## config.mk

```make
export PLATFORM = sky130hd
export DESIGN_NAME = descriptor_index_allocator
export DESIGN_NICKNAME = d
export VERILOG_FILES = /design/src/rtl/dia_pkg.sv /design/src/rtl/dia_csr.sv /design/src/rtl/dia_ctrl.sv /design/src/rtl/dia_dp.sv /design/src/rtl/descriptor_index_allocator.sv
export VERILOG_INCLUDE_DIRS = /design/src /design/src/rtl
export SDC_FILE = /design/constraint.sdc
export NUM_CORES = 2
export LEC_CHECK = 0
export BUFFER_PORTS_ARGS = -buffer_cell sky130_fd_sc_hd__buf_2
export CORE_MARGIN = 1
export CORE_UTILIZATION = 30
export DETAILED_ROUTE_END_ITERATION = 7
export PLACE_DENSITY = 0.53
export SLEW_MARGIN = 20
export SYNTH_ARGS = -nofsm -noshare
export SYNTH_HDL_FRONTEND = slang
export SYNTH_SLANG_ARGS = --single-unit
export TNS_END_PERCENT = 1
```

## constraint.sdc

```tcl
create_clock -name clock -period 15.95 [get_ports clock]
set_input_delay 0.7975 -clock clock [delete_from_list [all_inputs] [get_ports clock]]
set_output_delay 0.7975 -clock clock [all_outputs]
set_load 0.005 [all_outputs]
```

## src/rtl/descriptor_index_allocator_defines.svh

```systemverilog
// Assertion macros shared by the descriptor index allocator RTL.
// Depends on nothing; included by the top level only.
`ifndef DESCRIPTOR_INDEX_ALLOCATOR_DEFINES_SVH
`define DESCRIPTOR_INDEX_ALLOCATOR_DEFINES_SVH

// Consequent must hold in the same cycle as the antecedent.
`define DIA_ASSERT_SAME(label, clk, rst, ante, cons, msg) \
   label: assert property (@(posedge clk) disable iff (rst) (ante) |-> (cons)) \
      else $error(msg);

// Consequent must hold in the cycle after the antecedent.
`define DIA_ASSERT_NEXT(label, clk, rst, ante, cons, msg) \
   label: assert property (@(posedge clk) disable iff (rst) (ante) |=> (cons)) \
      else $error(msg);

`endif

```

## src/rtl/dia_pkg.sv

```systemverilog
// Shared types and constants for the descriptor index allocator.
// Depends on nothing; used by every module of the block.
`timescale 1ns / 1ps

package dia_pkg;

   // Field and port widths.
   localparam int CSR_IDX_W   = 3;
   localparam int CSR_DATA_W  = 64;
   localparam int SLOT_W      = 7;
   localparam int MAX_COUNT_W = 8;
   localparam int HANDLE_W    = 16;
   localparam int ADDR_W      = 64;
   localparam int STATUS_W    = 2;

   // Register indexes of the configuration port.
   localparam logic [CSR_IDX_W-1:0] REG_MAX_COUNT      = 3'd0;
   localparam logic [CSR_IDX_W-1:0] REG_HANDLE_SIZE    = 3'd1;
   localparam logic [CSR_IDX_W-1:0] REG_CPU_BASE       = 3'd2;
   localparam logic [CSR_IDX_W-1:0] REG_GPU_BASE       = 3'd3;
   localparam logic [CSR_IDX_W-1:0] REG_SHADER_VISIBLE = 3'd4;

   // Register reset values.
   localparam logic [MAX_COUNT_W-1:0] MAX_COUNT_RST = 8'd128;
   localparam logic [HANDLE_W-1:0]    HANDLE_RST    = 16'd32;

   // Request action code for a free.
   localparam logic ACT_FREE = 1'b1;

   // Result status codes.
   localparam logic [STATUS_W-1:0] STATUS_OK            = 2'd0;
   localparam logic [STATUS_W-1:0] STATUS_EXHAUSTED     = 2'd1;
   localparam logic [STATUS_W-1:0] STATUS_FREE_REJECTED = 2'd2;

   typedef struct packed {
      logic              action;
      logic [SLOT_W-1:0] free_index;
   } req_type;

   typedef struct packed {
      logic [SLOT_W-1:0]   slot_index;
      logic [ADDR_W-1:0]   cpu_address;
      logic [ADDR_W-1:0]   gpu_address;
      logic                gpu_valid;
      logic [STATUS_W-1:0] status;
   } rsp_type;

   typedef struct packed {
      logic [MAX_COUNT_W-1:0] max_count;
      logic [HANDLE_W-1:0]    handle_size;
      logic [ADDR_W-1:0]      cpu_base;
      logic [ADDR_W-1:0]      gpu_base;
      logic                   shader_visible;
   } cfg_type;

   // Commands from the controller to the datapath.
   typedef struct packed {
      logic accept;
      logic mul_en;
      logic load;
   } ctl_cmd_type;

   // Status from the datapath to the controller.
   typedef struct packed {
      logic out_full;
   } ctl_sts_type;

endpackage

```

## src/rtl/dia_csr.sv

```systemverilog
// Configuration registers of the descriptor index allocator.
// Depends on dia_pkg.
`timescale 1ns / 1ps

module dia_csr (
   input  logic                                clock,
   input  logic                                reset,
   input  logic                                csr_wr_en,
   input  logic [dia_pkg::CSR_IDX_W-1:0]       csr_index,
   input  logic [dia_pkg::CSR_DATA_W-1:0]      csr_wdata,
   output dia_pkg::cfg_type                    cfg
);

   dia_pkg::cfg_type cfg_ff;
   dia_pkg::cfg_type cfg_in;

   // Decode a write; each register keeps only its low bits.
   always_comb begin
      cfg_in = cfg_ff;
      if (csr_wr_en) begin
         case (csr_index)
            dia_pkg::REG_MAX_COUNT: begin
               cfg_in.max_count = csr_wdata[dia_pkg::MAX_COUNT_W-1:0];
            end
            dia_pkg::REG_HANDLE_SIZE: begin
               cfg_in.handle_size = csr_wdata[dia_pkg::HANDLE_W-1:0];
            end
            dia_pkg::REG_CPU_BASE: begin
               cfg_in.cpu_base = csr_wdata[dia_pkg::ADDR_W-1:0];
            end
            dia_pkg::REG_GPU_BASE: begin
               cfg_in.gpu_base = csr_wdata[dia_pkg::ADDR_W-1:0];
            end
            dia_pkg::REG_SHADER_VISIBLE: begin
               cfg_in.shader_visible = csr_wdata[0];
            end
            default: begin
               cfg_in = cfg_ff;
            end
         endcase
      end
   end

   always_ff @(posedge clock) begin
      if (reset) begin
         cfg_ff.max_count      <= dia_pkg::MAX_COUNT_RST;
         cfg_ff.handle_size    <= dia_pkg::HANDLE_RST;
         cfg_ff.cpu_base       <= '0;
         cfg_ff.gpu_base       <= '0;
         cfg_ff.shader_visible <= 1'b1;
      end else begin
         cfg_ff <= cfg_in;
      end
   end

   assign cfg = cfg_ff;

endmodule

```

## src/rtl/dia_ctrl.sv

```systemverilog
// Controller state machine of the descriptor index allocator.
// Depends on dia_pkg; drives the datapath through ctl_cmd_type.
`timescale 1ns / 1ps

module dia_ctrl (
   input  logic                  clock,
   input  logic                  reset,
   input  logic                  req_valid,
   output logic                  req_ready,
   input  logic                  rsp_ready,
   input  dia_pkg::ctl_sts_type  sts,
   output dia_pkg::ctl_cmd_type  cmd
);

   localparam logic [1:0] ST_IDLE = 2'd0;
   localparam logic [1:0] ST_MUL  = 2'd1;
   localparam logic [1:0] ST_SUM  = 2'd2;

   logic [1:0] state_ff;
   logic [1:0] state_in;
   logic       out_free;

   // The output register can take a result when empty or being drained.
   assign out_free = !sts.out_full || rsp_ready;

   // Sequence one request through lookup, multiply and address sum.
   always_comb begin
      cmd      = '0;
      state_in = state_ff;
      case (state_ff)
         ST_IDLE: begin
            cmd.accept = req_valid;
            if (req_valid) begin
               state_in = ST_MUL;
            end
         end
         ST_MUL: begin
            cmd.mul_en = 1'b1;
            state_in   = ST_SUM;
         end
         ST_SUM: begin
            cmd.load = out_free;
            if (out_free) begin
               state_in = ST_IDLE;
            end
         end
         default: begin
            state_in = ST_IDLE;
         end
      endcase
   end

   always_ff @(posedge clock) begin
      if (reset) begin
         state_ff <= ST_IDLE;
      end else begin
         state_ff <= state_in;
      end
   end

   assign req_ready = (state_ff == ST_IDLE);

endmodule

```

## src/rtl/dia_dp.sv

```systemverilog
// Datapath of the descriptor index allocator: free-list queue, fresh
// counter, offset multiplier, address adders and output register. Depends on dia_pkg.
`timescale 1ns / 1ps

module dia_dp #(
   parameter int CAPACITY = 128
) (
   input  logic                  clock,
   input  logic                  reset,
   input  dia_pkg::cfg_type      cfg,
   input  dia_pkg::req_type      req_data,
   input  dia_pkg::ctl_cmd_type  cmd,
   output dia_pkg::ctl_sts_type  sts,
   output logic                  rsp_valid,
   input  logic                  rsp_ready,
   output dia_pkg::rsp_type      rsp_data
);

   localparam int PW    = (CAPACITY > 1) ? $clog2(CAPACITY) : 1;
   localparam int CW    = $clog2(CAPACITY + 1);
   localparam int LW    = (CW > dia_pkg::MAX_COUNT_W) ? CW : dia_pkg::MAX_COUNT_W;
   localparam int SW    = (CW > dia_pkg::SLOT_W) ? CW : dia_pkg::SLOT_W;
   localparam int PRODW = dia_pkg::HANDLE_W + SW;
   localparam logic [PW-1:0] LAST_POS   = PW'(CAPACITY - 1);
   localparam logic [CW-1:0] FULL_COUNT = CW'(CAPACITY);
   localparam logic [LW-1:0] CAP_LIMIT  = LW'(CAPACITY);

   // Free-list storage; an entry's value is used only after being written.
   logic [dia_pkg::SLOT_W-1:0] free_list [CAPACITY];

   logic [PW-1:0]                head_ff, head_in;
   logic [PW-1:0]                tail_ff, tail_in;
   logic [CW-1:0]                count_ff, count_in;
   logic [CW-1:0]                fresh_ff, fresh_in;
   logic [dia_pkg::SLOT_W-1:0]   list_rd_ff;
   logic [SW-1:0]                fresh_slot_ff;
   logic                         from_list_ff;
   logic                         ok_ff;
   logic [dia_pkg::STATUS_W-1:0] status_ff;
   logic [dia_pkg::STATUS_W-1:0] status_in;
   logic [SW-1:0]                slot_ff;
   logic [PRODW-1:0]             prod_ff;
   logic                         rsp_valid_ff;
   dia_pkg::rsp_type             rsp_data_ff;
   dia_pkg::rsp_type             rsp_next;

   logic [LW-1:0]             limit;
   logic                      is_free;
   logic                      free_ok;
   logic                      have_list;
   logic                      have_fresh;
   logic                      list_push;
   logic                      list_pop;
   logic                      fresh_take;
   logic [SW-1:0]             slot_sel;
   logic [dia_pkg::ADDR_W-1:0] offset;

   // Request decode against the current queue state.
   always_comb begin
      limit = (LW'(cfg.max_count) > CAP_LIMIT) ? CAP_LIMIT : LW'(cfg.max_count);
      is_free    = (req_data.action == dia_pkg::ACT_FREE);
      free_ok    = (LW'(req_data.free_index) < limit) && (count_ff < FULL_COUNT);
      have_list  = (count_ff != '0);
      have_fresh = (LW'(fresh_ff) < limit);
      list_push  = cmd.accept && is_free && free_ok;
      list_pop   = cmd.accept && !is_free && have_list;
      fresh_take = cmd.accept && !is_free && !have_list && have_fresh;
   end

   // Next values of the queue pointers, fill count and fresh counter.
   always_comb begin
      head_in  = head_ff;
      tail_in  = tail_ff;
      count_in = count_ff;
      fresh_in = fresh_ff;
      if (list_pop) begin
         head_in  = (head_ff == LAST_POS) ? '0 : head_ff + 1'b1;
         count_in = count_ff - 1'b1;
      end
      if (list_push) begin
         tail_in  = (tail_ff == LAST_POS) ? '0 : tail_ff + 1'b1;
         count_in = count_ff + 1'b1;
      end
      if (fresh_take) begin
         fresh_in = fresh_ff + 1'b1;
      end
   end

   // Result status decided at acceptance.
   always_comb begin
      if (is_free) begin
         status_in = free_ok ? dia_pkg::STATUS_OK : dia_pkg::STATUS_FREE_REJECTED;
      end else begin
         status_in = (have_list || have_fresh) ? dia_pkg::STATUS_OK
                                               : dia_pkg::STATUS_EXHAUSTED;
      end
   end

   always_ff @(posedge clock) begin
      if (reset) begin
         head_ff  <= '0;
         tail_ff  <= '0;
         count_ff <= '0;
         fresh_ff <= '0;
      end else begin
         head_ff  <= head_in;
         tail_ff  <= tail_in;
         count_ff <= count_in;
         fresh_ff <= fresh_in;
      end
   end

   // Free-list memory: one write port, one registered read port.
   always_ff @(posedge clock) begin
      if (list_push) begin
         free_list[tail_ff] <= req_data.free_index;
      end
      if (cmd.accept) begin
         list_rd_ff <= free_list[head_ff];
      end
   end

   // Capture the request outcome at acceptance.
   always_ff @(posedge clock) begin
      if (cmd.accept) begin
         from_list_ff  <= have_list;
         fresh_slot_ff <= SW'(fresh_ff);
         ok_ff         <= !is_free && (have_list || have_fresh);
         status_ff     <= status_in;
      end
   end

   // Offset multiply: handle size times the chosen slot.
   assign slot_sel = from_list_ff ? SW'(list_rd_ff) : fresh_slot_ff;

   always_ff @(posedge clock) begin
      if (cmd.mul_en) begin
         slot_ff <= slot_sel;
         prod_ff <= PRODW'(cfg.handle_size) * PRODW'(slot_sel);
      end
   end

   // Address sums; failed and free requests report zero fields.
   assign offset = dia_pkg::ADDR_W'(prod_ff);

   always_comb begin
      rsp_next        = '0;
      rsp_next.status = status_ff;
      if (ok_ff) begin
         rsp_next.slot_index  = slot_ff[dia_pkg::SLOT_W-1:0];
         rsp_next.cpu_address = cfg.cpu_base + offset;
         if (cfg.shader_visible) begin
            rsp_next.gpu_address = cfg.gpu_base + offset;
            rsp_next.gpu_valid   = 1'b1;
         end
      end
   end

   // Output register holds a result until its transfer.
   always_ff @(posedge clock) begin
      if (reset) begin
         rsp_valid_ff <= 1'b0;
      end else if (cmd.load) begin
         rsp_valid_ff <= 1'b1;
      end else if (rsp_ready) begin
         rsp_valid_ff <= 1'b0;
      end
   end

   always_ff @(posedge clock) begin
      if (cmd.load) begin
         rsp_data_ff <= rsp_next;
      end
   end

   assign sts.out_full = rsp_valid_ff;
   assign rsp_valid    = rsp_valid_ff;
   assign rsp_data     = rsp_data_ff;

endmodule

```

## src/rtl/descriptor_index_allocator.sv

```systemverilog
// Channel   Ports                                  Direction
// req       req_valid, req_ready, req_data         in: allocate or free request
// rsp       rsp_valid, rsp_ready, rsp_data         out: one result per request
// csr       csr_wr_en, csr_index, csr_wdata        in: register writes
//
// Each request passes three steps: accept with the free-list read, the
// handle-size multiply, then the 64-bit address sums into the output register.
// The controller takes no new request until the last one has loaded its result.
// A held result does not block acceptance; the sum step waits only while the
// output register is full and not being drained. Reset is synchronous and needs
// no clearing pass: a free-list entry is used only after being written.
// Top level of the descriptor index allocator; depends on dia_pkg, dia_csr,
// dia_ctrl, dia_dp and descriptor_index_allocator_defines.svh.
`timescale 1ns / 1ps
`include "descriptor_index_allocator_defines.svh"

module descriptor_index_allocator #(
   parameter int CAPACITY = 128
) (
   input  logic                            clock,
   input  logic                            reset,
   input  logic                            req_valid,
   output logic                            req_ready,
   input  dia_pkg::req_type                req_data,
   output logic                            rsp_valid,
   input  logic                            rsp_ready,
   output dia_pkg::rsp_type                rsp_data,
   input  logic                            csr_wr_en,
   input  logic [dia_pkg::CSR_IDX_W-1:0]   csr_index,
   input  logic [dia_pkg::CSR_DATA_W-1:0]  csr_wdata
);

   dia_pkg::cfg_type     cfg;
   dia_pkg::ctl_cmd_type cmd;
   dia_pkg::ctl_sts_type sts;

   dia_csr u_csr (
      .clock     (clock),
      .reset     (reset),
      .csr_wr_en (csr_wr_en),
      .csr_index (csr_index),
      .csr_wdata (csr_wdata),
      .cfg       (cfg)
   );

   dia_ctrl u_ctrl (
      .clock     (clock),
      .reset     (reset),
      .req_valid (req_valid),
      .req_ready (req_ready),
      .rsp_ready (rsp_ready),
      .sts       (sts),
      .cmd       (cmd)
   );

   dia_dp #(
      .CAPACITY (CAPACITY)
   ) u_dp (
      .clock     (clock),
      .reset     (reset),
      .cfg       (cfg),
      .req_data  (req_data),
      .cmd       (cmd),
      .sts       (sts),
      .rsp_valid (rsp_valid),
      .rsp_ready (rsp_ready),
      .rsp_data  (rsp_data)
   );

   // A transfer in starts the multiply step and blocks further requests.
   `DIA_ASSERT_NEXT(a_accept_starts_mul, clock, reset, req_valid && req_ready, !req_ready && cmd.mul_en, "request transfer not followed by multiply step")
   // A result is never loaded over one that still waits.
   `DIA_ASSERT_SAME(a_load_no_overwrite, clock, reset, cmd.load, !rsp_valid || rsp_ready, "result loaded over pending result")
   // The multiply step is always followed by the sum step.
   `DIA_ASSERT_NEXT(a_mul_then_sum, clock, reset, cmd.mul_en, !req_ready && !cmd.mul_en, "multiply step not followed by sum step")
   // A loaded result is offered in the next cycle.
   `DIA_ASSERT_NEXT(a_load_offers, clock, reset, cmd.load, rsp_valid, "loaded result not offered")

endmodule
```

After elaboration in Yosys (flattened, before gate mapping)
Memories as Yosys holds them, arrays and structs flattened. A register that Yosys moved wholly into a read port is not among the register bits.
Cells that the tools add are included.
{"block": "totals", "output_inout_bits": 140, "mem_count": 1, "register_bits": 367, "elab_cells": 90, "inputBits": 80, "ramBits": 896}
{"memory": "u_dp.free_list", "depth": 128, "word_bits": 7, "rd": 1, "rd_ports_with_merged_regs": 1, "write_ports": 1, "line_no": "dia_dp.sv:29", "text": "logic [dia_pkg::SLOT_W-1:0] free_list [CAPACITY];"}
{"block": "classes", "add_sub_neg": 7, "reduce_logical": 25, "n_mul": 1, "n_mux": 20, "n_lt_le_gt_ge": 4, "eq_ne": 10}
{"cell": "64-bit by 24-bit adder with 64-bit output", "n": 2}
{"cell": "8-bit two-way mux", "n": 4}
{"cell": "16-bit by 8-bit multiplier with 24-bit output", "n": 1}
{"cell": "8-bit by 1-bit adder with 8-bit output (second input constant)", "n": 2}
{"cell": "7-bit by 1-bit adder with 7-bit output (second input constant)", "n": 2}
{"cell": "7-bit == test (second input constant)", "n": 2}
{"cell": "7-bit two-way mux", "n": 2}
{"cell": "2-bit AND reduction", "n": 7}
{"cell": "1-bit two-way mux", "n": 9}
{"cell": "8-bit greater-than comparator (second input constant)", "n": 1}
{"cell": "1-bit logical AND", "n": 8}
{"cell": "7-bit by 8-bit less-than comparator with 1-bit output", "n": 1}
{"cell": "8-bit less-than comparator", "n": 1}
{"cell": "8-bit less-than comparator (second input constant)", "n": 1}
{"cell": "2-bit two-way mux", "n": 4}
{"cell": "8-bit nonzero test", "n": 1}
{"cell": "8-bit by 1-bit subtractor with 8-bit output (second input constant)", "n": 1}
{"cell": "3-bit by 2-bit == test with 1-bit output (second input constant)", "n": 2}
{"cell": "2-bit one-hot mux with 3 select lines", "n": 1}
{"cell": "2-bit nonzero test", "n": 2}
{"cell": "3-bit by 1-bit == test with 1-bit output (second input constant)", "n": 1}
{"cell": "3-bit == test (second input constant)", "n": 1}
{"cell": "1-bit logical NOT", "n": 3}
{"cell": "3-bit logical NOT", "n": 1}
{"cell": "other kinds (6)", "n": 7}

Logic depth before layout (Yosys ltp)
{"block": "logic_depth", "word_depth": 7, "mapped_depth": 22, "mapped_depth_nobuf": 20}

Hierarchy
From an unflattened synthesis, not the netlist that was laid out.
{"block": "hier_totals", "hier_cells": 3654, "hier_area_um2": 57298.7}
{"mod": "dia_dp", "cells_each": 3070, "area_per_inst_um2": 50965.1, "instances": 1, "seq_area_each_um2": 33171.8}
{"mod": "dia_csr", "cells_each": 574, "area_per_inst_um2": 6227.2, "instances": 1, "seq_area_each_um2": 3062.9}
{"mod": "dia_ctrl", "cells_each": 10, "area_per_inst_um2": 106.4, "instances": 1, "seq_area_each_um2": 40.0}

Worst setup path before layout
OpenSTA, ideal clock, no wires.
{"block": "synth_path", "kind": "in2reg", "start": "in rsp_ready", "end": "reg u_dp.rsp_data_ff (netlist bit u_dp.rsp_data[0]), enable pin", "arrival_time_ps": 7009, "required_ps": 15297, "setup_time_ps": 653, "path_buffers": 0, "setup_slack_ps": 8288, "path_stages": 2, "cell_sequence": "nand2b_1 nor2b_1"}
{"element": "start, declared", "line_no": "descriptor_index_allocator.sv:26", "text": "input logic rsp_ready,"}
{"element": "end signal, assigned", "line_no": "dia_dp.sv:172", "text": "rsp_data_ff <= rsp_next;"}
{"element": "end, declared", "line_no": "dia_dp.sv:44", "text": "dia_pkg::rsp_type rsp_data_ff;"}

Worst setup path after layout
{"block": "layout_path", "start": "reg u_dp.from_list_ff", "end": "reg u_dp.prod_ff[23] (data pin)"}
{"block": "layout_between", "elab_chain_len": 2}
{"element": "start, declared", "line_no": "dia_dp.sv:37", "text": "logic from_list_ff;"}
{"element": "start signal, assigned", "line_no": "dia_dp.sv:126", "text": "from_list_ff <= have_list;"}
{"element": "8-bit two-way mux", "line_no": "dia_dp.sv:134", "text": "assign slot_sel = from_list_ff ? SW'(list_rd_ff) : fresh_slot_ff;"}
{"element": "16-bit by 8-bit multiplier with 24-bit output", "line_no": "dia_dp.sv:139", "text": "prod_ff <= PRODW'(cfg.handle_size) * PRODW'(slot_sel);"}
{"element": "end signal, assigned", "line_no": "dia_dp.sv:139"}
{"element": "end, declared", "line_no": "dia_dp.sv:42", "text": "logic [PRODW-1:0] prod_ff;"}
No other way between the ends.
A chain may end at the register's enable or synchronous reset.

==> results.yml <==
timing:
  tns_ps: 0
  fin_skew_ps: 46.0
  period_share_pct: 38.7
  grt_setup_unrepaired: "no"
  holdWs_ps: 265
  max_freq_mhz: 162
  finalHoldViolCount: 0
  finalSetupViolations: 0
  maxSlewViolCount: 0
  slew_headroom_pct: 28.3
  finalCriticalPeriod_ps: 6170
  max_slew.worst_pin.slew_ps: 1070
setup_path:
  r2r-start: "u_dp.from_list_ff$_DFFE_PP_"
  arrival_ps: 6700
  critPathTopFamily: "adder cells"
  crit_slowest_cell: "nor2b_1"
  crit_fanout: 16
  startpoint: "u_dp.from_list_ff$_DFFE_PP_"
  crit_type: "reg -> reg"
  worstPathRequired_ps: 16480
  slowest_delay_ps: 880
  crit_top_cell: "fa_1"
  cp_num_buf_inv: 3
  worstSetupEndpointType: "flop"
  path_cells: "nor2b_1 > nand2_1 > fa_1 > fa_1 > inv_1 > fa_1 > inv_1 > fa_1 > inv_1 > ha_1 > o21a_1 > o31a_1 > o21ai_0 > a21oi_1 > a211oi_1 > o21ai_0 > a211oi_1 > a21oi_1 > xnor2_1"
  start_kind: "flop"
logic_synthesis:
  yosys_warnings: 0
  synth.distinct_cells: 65
  syn_area_sq_um: 56000
  synthCells: 3717
  async_flop_share_pct: 0
  ys_seq_area_share_pct: 64.7
  syn-num-nets: 3998
  synth_seq_cells: 1270
  synth_edf_count: 1084
  postSynthAreaPerCell_sq_um: 15.1
  ys.flop_type: "edfxtp_1"
grt:
  antenna_found_initial: 18
  grt_max_degree: 136
  grt_pass1_vias: 31600
  overflow: 0
  grt_pass1_wl_um: 211000
  grt_usage_pct: 15.1
layout:
  stdcell_count: 6539
  layout-area-overhead-vs-synth_pct: 15.0
  final_common_cell: "edfxtp_1"
  fin_util_pct: 34.8
  finalNetCount: 4222
  layout-drive-gt1-share_pct: 19.4
  final_cell_mix: "edfxtp_1 (1,084), nand2_1 (420), nor2_1 (313), mux4_2 (294), a21oi_1 (241)"
clock_tree:
  root_buffer: "clkbuf_16"
  cts.htree.levels: 4
  clkTransAtPathRegs_ps: 60
  cts_hold_buf: 0
  clock_path_buffers: 3
  post-cts-setup-buffers: 0
  clk_latency_ps: 790
  cts_tree: "done"
  cts_buffers: 138
  cts_resized: 0
  clock_sinks: 1270
routing:
  drt-total-wl_um: 142000
  drt-met1-wl_um: 64400
  drtAntennaViolNets: 0
  firstDrtPassIters: 5
  via_per_inst: 4.84
  dr_wl_met2_um: 65100
  wl_met3_um: 9500
  dr_total_vias: 31600
  top_layer_used: "met5"
  drc: 0
  wl_per_cell_um: 21.8
  dr.first_iter.drc_count: 2878
run:
  cap_violations: 0
power:
  clkPwrFrac_pct: 41.8
  comb_power_share_pct: 9.9
  intPower_uw: 5810
  swShare_pct: 24.2
  power_frac_seq_pct: 48.3
  p_per_area_nw_per_um2: 119
  power_uw: 7660
  netSwitchingPower_uw: 1860
  p_leak_uw: 0.0216
  peakVddDrop_uv: 107
floorplan:
  die_x_um: 434
  rows: 158
  io_pins: 220
  chipHeight_um: 434
  start_util_pct: 30.2
  die_area_sq_um: 188000
  core_area_sq_um: 185000
place:
  io_buffers: 219
  dp_hpwl_um: 92600
  routabilityCongestion: 0.809
  place_inst: 6281
hold_path:
  hp-class: "in -> reg"
  min-delay-start: "csr_wdata[46]"
outcome:
  status: "complete, no violations"
sequential cells by signal, summed over array words and instances (netlist names), 2 cells and up:
signal              flops
u_dp.list_rd_ff         7
u_dp.slot_ff            7
u_dp.count_ff           8
u_ctrl.state_ff         2
u_dp.status_ff          2
u_dp.fresh_slot_ff      8
u_dp.head_ff            7
u_csr.cfg             153
u_dp.free_list        896
u_dp.fresh_ff           8
u_dp.prod_ff           24
u_dp.tail_ff            7
u_dp.rsp_data         138
layout make-up:
type	count	area, sq um
Clock buffer	178	3710
Antenna cell	8	20.0
Inverter	136	510
Clock inverter	72	797
Multi-Input combinational cell	2137	18600
Tap cell	2480	3100
Sequential cell	1270	36300
Fill cell	17900	121000
Timing Repair Buffer	258	1440
final timing paths:
| check | cells past startpoint | end | slack (ps) |
|---|---|---|---|
| max | 19 | u_dp.prod_ff[23]$_DFFE_PN_ | 9780 |
| min reg2reg | 0 | u_dp.rsp_data[1]$_DFFE_PP_ | 430 |
| max reg2reg | 19 | u_dp.prod_ff[23]$_DFFE_PN_ | 9780 |
| min | 3 | u_csr.cfg[111]$_SDFFE_PP0P_ | 260 |
power by group through the flow:
stage / sequential [uW] / clock [uW] / combinational, uW
2_1_floorplan: 3740 / 0 / 545
3_3_place_gp: 3770 / 0 / 766
3_5_place_dp: 3770 / 0 / 770
4_1_cts: 3700 / 3280 / 773
5_1_grt: 3700 / 3410 / 833
6_report: 3700 / 3210 / 757
cells by family (layout without fill, tap and decap cells):
| group | count (synthesis) | in the layout | synth area share, % |
|---|---|---|---|
| multiplexers | 321 | 321 | 12.3 |
| other | 0 | 8 | 0 |
| flip-flops | 1270 | 1270 | 64.7 |
| AO/OA/AOI/OAI | 422 | 422 | 4.42 |
| buffers and inverters | 310 | 644 | 2.15 |
| XOR/XNOR | 144 | 144 | 2.25 |
| AND/OR/NAND/NOR | 1049 | 1049 | 8.44 |
| adder cells (fa/ha/maj) | 201 | 201 | 5.65 |
Yosys cell counts, drive strengths merged (4+ instances only):
cell	instances	area (sq um)
o211ai	15	113
a31oi	8	50.1
o21bai	4	30.0
and2	127	795
or2	4	25.0
buf	47	219
nand3b	4	30.0
nor2b	21	131
a21boi	4	30.0
a211oi	21	163
ha	114	1430
o2111ai	7	61.3
and4	12	105
a21o	33	248
a211o	4	35.0
nand4	22	144
inv	135	507
o21a	10	75.1
and3	22	138
xor2	87	762
nand3	44	220
edfxtp	1084	32600
mux2	14	158
clkbuf	127	477
a21oi	241	1210
nor3	13	65.1
o31ai	4	30.0
mux4	294	6620
nand2	421	1580
or3	13	81.3
fa	87	1740
nor2	314	1180
a2111oi	4	41.3
dfxtp	186	3720
xnor2	57	499
mux2i	13	130
nand2b	19	119
o21ai	51	255
tightest hold or removal path, stage by stage:
cell and delay (ps):
buf_2 100, nand2_1 50, a21oi_1 50
metrics by stage:
step / setup slack, ps / cell area, sq um
floorplan: 8290 / 56000
global placement: 9830 / 59900
detailed placement: 9710 / 59900
CTS: 9720 / 64400
global route: 9390 / 64400
finish: 9780 / 64400
metal layers:
layer,vias to the layer above,GRT usage (%)
met2,988,23.5
met5,-,0
met3,210,2.93
met1,16100,21.4
li1,14400,-
met4,6,4.41
(Power assumes the default switching activity.)
